[config.mk]
export PLATFORM = sky130hd
export DESIGN_NAME = ch8_ram
export DESIGN_NICKNAME = d
export VERILOG_FILES = /design/src/hdl/ch8_ram.sv
export SDC_FILE = /design/constraint.sdc
export NUM_CORES = 2
export LEC_CHECK = 0
export BUFFER_PORTS_ARGS = -buffer_cell sky130_fd_sc_hd__buf_2
export CAP_MARGIN = 20
export CORE_MARGIN = 2
export CORE_UTILIZATION = 57
export DETAILED_ROUTE_END_ITERATION = 8
export MAX_ROUTING_LAYER = met4
export PLACE_DENSITY = 0.84
export RECOVER_POWER = 100
export SLEW_MARGIN = 40
export SYNTH_ARGS = -nofsm -noshare
export SYNTH_HDL_FRONTEND = slang
export SYNTH_SLANG_ARGS = --single-unit
export TNS_END_PERCENT = 20
[constraint.sdc]
create_clock -name clk -period 2.7 [get_ports clk]
set_input_delay 0.675 -clock clk [delete_from_list [all_inputs] [get_ports clk]]
set_output_delay 0.675 -clock clk [all_outputs]
set_load 0.02 [all_outputs]
[src/hdl/ch8_ram.sv]
`timescale 1ns / 1ps
// ----------------------------------------------------------------------------
// ch8_ram
// Generic simple dual-port RAM with one write port and a registered read.
// ----------------------------------------------------------------------------
module ch8_ram #(
    parameter int WIDTH = 8,
    parameter int DEPTH = 256
) (
    input  logic                     clk,
    input  logic                     we,
    input  logic [$clog2(DEPTH)-1:0] waddr,
    input  logic [WIDTH-1:0]         wdata,
    input  logic [$clog2(DEPTH)-1:0] raddr,
    output logic [WIDTH-1:0]         rdata
);

    logic [WIDTH-1:0] mem [DEPTH];

    always_ff @(posedge clk)
    begin
        if (we)
        begin
            mem[waddr] <= wdata;
        end
        rdata <= mem[raddr];
    end

endmodule

==> results.md <==
Layout:
- The area of combinational cells with multiple inputs is about 17000 um^2.
- The area used by sequential logic in the layout is a little over 60000 um^2.
- After the last flow step, the layout net total stands at 4447.
- The synthesis-to-layout area growth is 15.56%.
- The filler cell count is 8186.
- The post-route netlist has 27.08% of its cells at a drive strength greater than 1.

Worst setup path:
- The highest net fanout along the worst path is 13.
- The maximum cell stage delay along the critical path is 0.61 ns.
- At the worst endpoint, the required time is 3.21 ns.
- The largest individual stage delay along the critical path comes from the cell sky130_fd_sc_hd__clkbuf_2.
- For the worst setup path, the data arrival time is 3.41 ns.
- The critical path endpoint category is a flip-flop.
- STA classifies the critical path startpoint as an input port.
- The critical path class is input port to flip-flop.
- Walking the worst path, the cells encountered are clkbuf_1, nor2b_1, nand3_1, clkbuf_2, nor2_1, buf_2.
- The source of the worst register-to-register timing path is mem[67][1].
- In this run the worst setup path begins at waddr[2].

Global route:
- The global-route usage over all layers is between 30% and 40%.
- The number of antenna violations at the first check in global routing came to 9.
- Global routing finished with a remaining overflow of 0.
- The first global-routing pass estimated 323.3 mm of wire.
- The number of global-route vias before repair is ~46000.
- Entering global routing, the biggest net connects 110 pins.

Clock network:
- Clock latency on the worst-skew pair, taken at its later pin, is 0.85 ns.
- The hold-fix buffer count after cts is 0.
- In this run the number of H-tree levels came out at 4.
- The clock passes through at most 3 buffers.
- The CTS tree is done.
- The number of clock buffers added by TritonCTS is about 190.
- Post-CTS timing repair inserted 0 buffers for setup.
- CTS saw 2056 sinks.
- After clock tree synthesis, the clock-pin slew on the worst setup and hold paths is ~0.060 ns.
- The tree is rooted in a sky130_fd_sc_hd__clkbuf_16.

Logic synthesis:
- The async set-or-reset flop fraction in the synthesized netlist is 0%.
- During synthesis, Yosys emitted a total of 0 warnings.
- In this run, distinct cell masters in the synthesized netlist total 55.
- The number of synthesized flops with an enable pin is 2048.
- Sequential elements use about 78% of the synthesized area.
- The dominant register cell in the synthesized netlist is sky130_fd_sc_hd__edfxtp_1.
- Synthesis produced 3733 cells.
- The average cell area after synthesis is 21.31 um^2.
- Synthesis inferred roughly 2000 register bits.
- The number of nets handed over by synthesis was 3759.
- The post-synthesis cell area is slightly below 80000 um^2.

Drt:
- The final routed wire length divided by cell count is roughly 35 um.
- The detailed-routing iteration count for the pre-antenna-repair pass is 9.
- The DRC violation count after routing is 0.
- The via-per-instance ratio is ~7.0.
- The routed design has 225.3 mm of wire.
- For this block, the initial DRC count from the detailed router was 8449.
- The count of nets left with antenna violations once routing finished came out at 0.
- The vias after detailed routing is 45200.

STA:
- Clock skew on the completed layout was measured at roughly 0.041 ns.
- Setup repair after global routing left no endpoint under its margin.
- For the finished layout, the period the worst path requires is 2.894 ns.
- The worst pin sits at a relative slew slack of -74.56%.
- The number of hold-slack violations in the final timing report was 0.
- The number of max-slew violations in the final report is between 600 and 700.
- The worst setup margin is -0.1938 ns.
- The highest clock rate is 345.6 MHz.
- Setup violations remaining at the end of the flow were counted as 501.
- Dividing the final minimum period by the clock period gives 107.2%.
- For the pin with the worst max-slew slack, the measured transition is 2.618 ns.

Power and ir drop:
- For this design the ratio of total power to cell area is 718.5 nW/um^2.
- The leakage power figure is about 30 nW.
- The design draws 66.06 mW.
- The maximum vdd drop is 0.0008776 V.

Hold path:
- The worst hold path class is input port to flip-flop.
- The worst hold path begins at waddr[7].

Floorplanning:
- The initialized floorplan defines 137 standard-cell rows.
- 34 I/O pins were placed.
- The region available for standard cell placement spans 139000 um^2.
- The floorplan step defined a die boundary enclosing 142600 um^2.
- The die extent in x is about 380 um.
- Measured along the y axis, the die boundary spans about 380 um.
- The effective utilization at floorplan is a little under three fifths.

Run status:
- The final reports fail on capacitance limit, slew limit, setup timing.
- The run finished, with violations left.

Place:
- The sum of net half-perimeters after detailed placement is around 130 mm.
- At the placement stage, the worst setup path has a slack of -0.9096 ns.
- The weighted congestion reported at the end of routability-driven placement is 0.9446.
- The count of buffers added on input and output ports is 33.

Flow run:
- Max-cap violations in this run came to 10.
==> cells in the final DEF (no fill, tap or decap), types with 11 or more instances in the layout <==
cell type,netlist,layout
sky130_fd_sc_hd__nand3_1,34,34
sky130_fd_sc_hd__nor4_1,24,22
sky130_fd_sc_hd__a221oi_1,13,13
sky130_fd_sc_hd__edfxtp_1,2048,2048
sky130_fd_sc_hd__clkbuf_1,111,278
sky130_fd_sc_hd__nor2_1,282,279
sky130_fd_sc_hd__nor3_1,22,22
sky130_fd_sc_hd__buf_2,31,11
sky130_fd_sc_hd__clkinv_1,1,43
sky130_fd_sc_hd__clkbuf_16,0,192
sky130_fd_sc_hd__o221ai_1,46,46
sky130_fd_sc_hd__clkinv_2,0,41
sky130_fd_sc_hd__nand2_1,33,33
sky130_fd_sc_hd__a22oi_1,133,133
sky130_fd_sc_hd__a21oi_1,96,95
sky130_fd_sc_hd__mux2i_1,134,134
sky130_fd_sc_hd__diode_2,0,12
sky130_fd_sc_hd__o22ai_1,28,28
sky130_fd_sc_hd__a211oi_1,16,15
sky130_fd_sc_hd__nor2b_1,31,28
sky130_fd_sc_hd__clkbuf_2,0,100
sky130_fd_sc_hd__buf_12,8,74
sky130_fd_sc_hd__mux4_2,454,454
sky130_fd_sc_hd__buf_4,27,287
sky130_fd_sc_hd__bufinv_16,0,19
==> state kept, by name, summed over array words and instances, names as in the netlist <==
signal / count
rdata: 8
mem: 2048
==> worst max-delay path: cells and delay by family <==
family,cells,cell delay [ns]
buffers and inverters,3,1.49
AND/OR/NAND/NOR,3,1.18
==> cell type report <==
class,instances,share of cell area (%)
flip-flops and latches,2056,67.07
multi-input cells,1442,17.95
repair buffers,730,5.716
clock buffers,226,5.365
well taps,1876,2.553
clock inverters,127,1.305
diodes,12,0.03266
inverters,2,0.008166
==> synth_stat cells, types with 22 or more instances <==
cell type                  instances  area, um^2
sky130_fd_sc_hd__buf_4            27       202.7
sky130_fd_sc_hd__a21oi_1          96       480.5
sky130_fd_sc_hd__mux2i_1         134        1341
sky130_fd_sc_hd__nor2_1          282        1059
sky130_fd_sc_hd__mux4_2          454       10220
sky130_fd_sc_hd__nor2b_1          31       193.9
sky130_fd_sc_hd__buf_2            31       155.2
sky130_fd_sc_hd__nor4_1           24       150.1
sky130_fd_sc_hd__a22oi_1         133       998.5
sky130_fd_sc_hd__nor3_1           22       110.1
sky130_fd_sc_hd__nand2_1          33       123.9
sky130_fd_sc_hd__nand3_1          34       170.2
sky130_fd_sc_hd__buf_1            22       82.58
sky130_fd_sc_hd__clkbuf_1        111       416.7
sky130_fd_sc_hd__edfxtp_1       2048       61500
sky130_fd_sc_hd__o22ai_1          28       175.2
sky130_fd_sc_hd__o221ai_1         46       402.9
==> per-layer routing <==
| layer | up-vias | global-route usage (%) | wire length (um) |
|---|---|---|---|
| met3 | 1076 | 9.051 | 32000 |
| met4 | 0 | 18.72 | 16320 |
| met5 | - | - | 0 |
| li1 | 17070 | - | - |
| met1 | 22630 | 40.21 | 70560 |
| met2 | 4434 | 50.09 | 106400 |
==> cells by family after synthesis <==
family / count (synthesis) / share of synthesized area [%]
buffers and inverters: 235 / 1.831
multiplexers: 591 / 14.62
AO/OA/AOI/OAI: 385 / 3.419
flip-flops: 2056 / 77.50
AND/OR/NAND/NOR: 466 / 2.628
==> timing repair <==
item                       CTS  global route
pin swaps                    0             1
setup endpoints to repair    1             4
cloned                       0             0
resized for setup            1             6
==> power by group <==
group	internal (mW)	switching [mW]	total [mW]
Clock	14.9	12.0	26.9
Sequential	35.2	0.0967	35.3
Combinational	1.45	2.39	3.84
==> stage by stage <==
stage | cells | util [%] | hold slack, ns | area, um^2 | TNS (ns)
after floorplan | 3733 | - | 0.7699 | 79560 | 0
after CTS | 6458 | 67.10 | 0.2772 | 93290 | 0
after detailed placement | 6105 | 62.69 | 1.071 | 87140 | -5.446
after global routing | 6464 | 66.12 | 0.7060 | 91920 | 0
after global placement | 6105 | 62.68 | 1.021 | 87140 | -4.920
final | 6471 | 66.13 | 0.7387 | 91930 | -39.95
==> final timing paths <==
kind,to,depth (start not counted),slack (ns)
setup / recovery,mem[85][4],6,-0.19
hold / removal,mem[213][4],4,0.74
setup reg to reg,rdata[1],6,-0.02
hold reg to reg,rdata[3],7,1.14
Note: power is estimated with default switching activity, not from simulation.
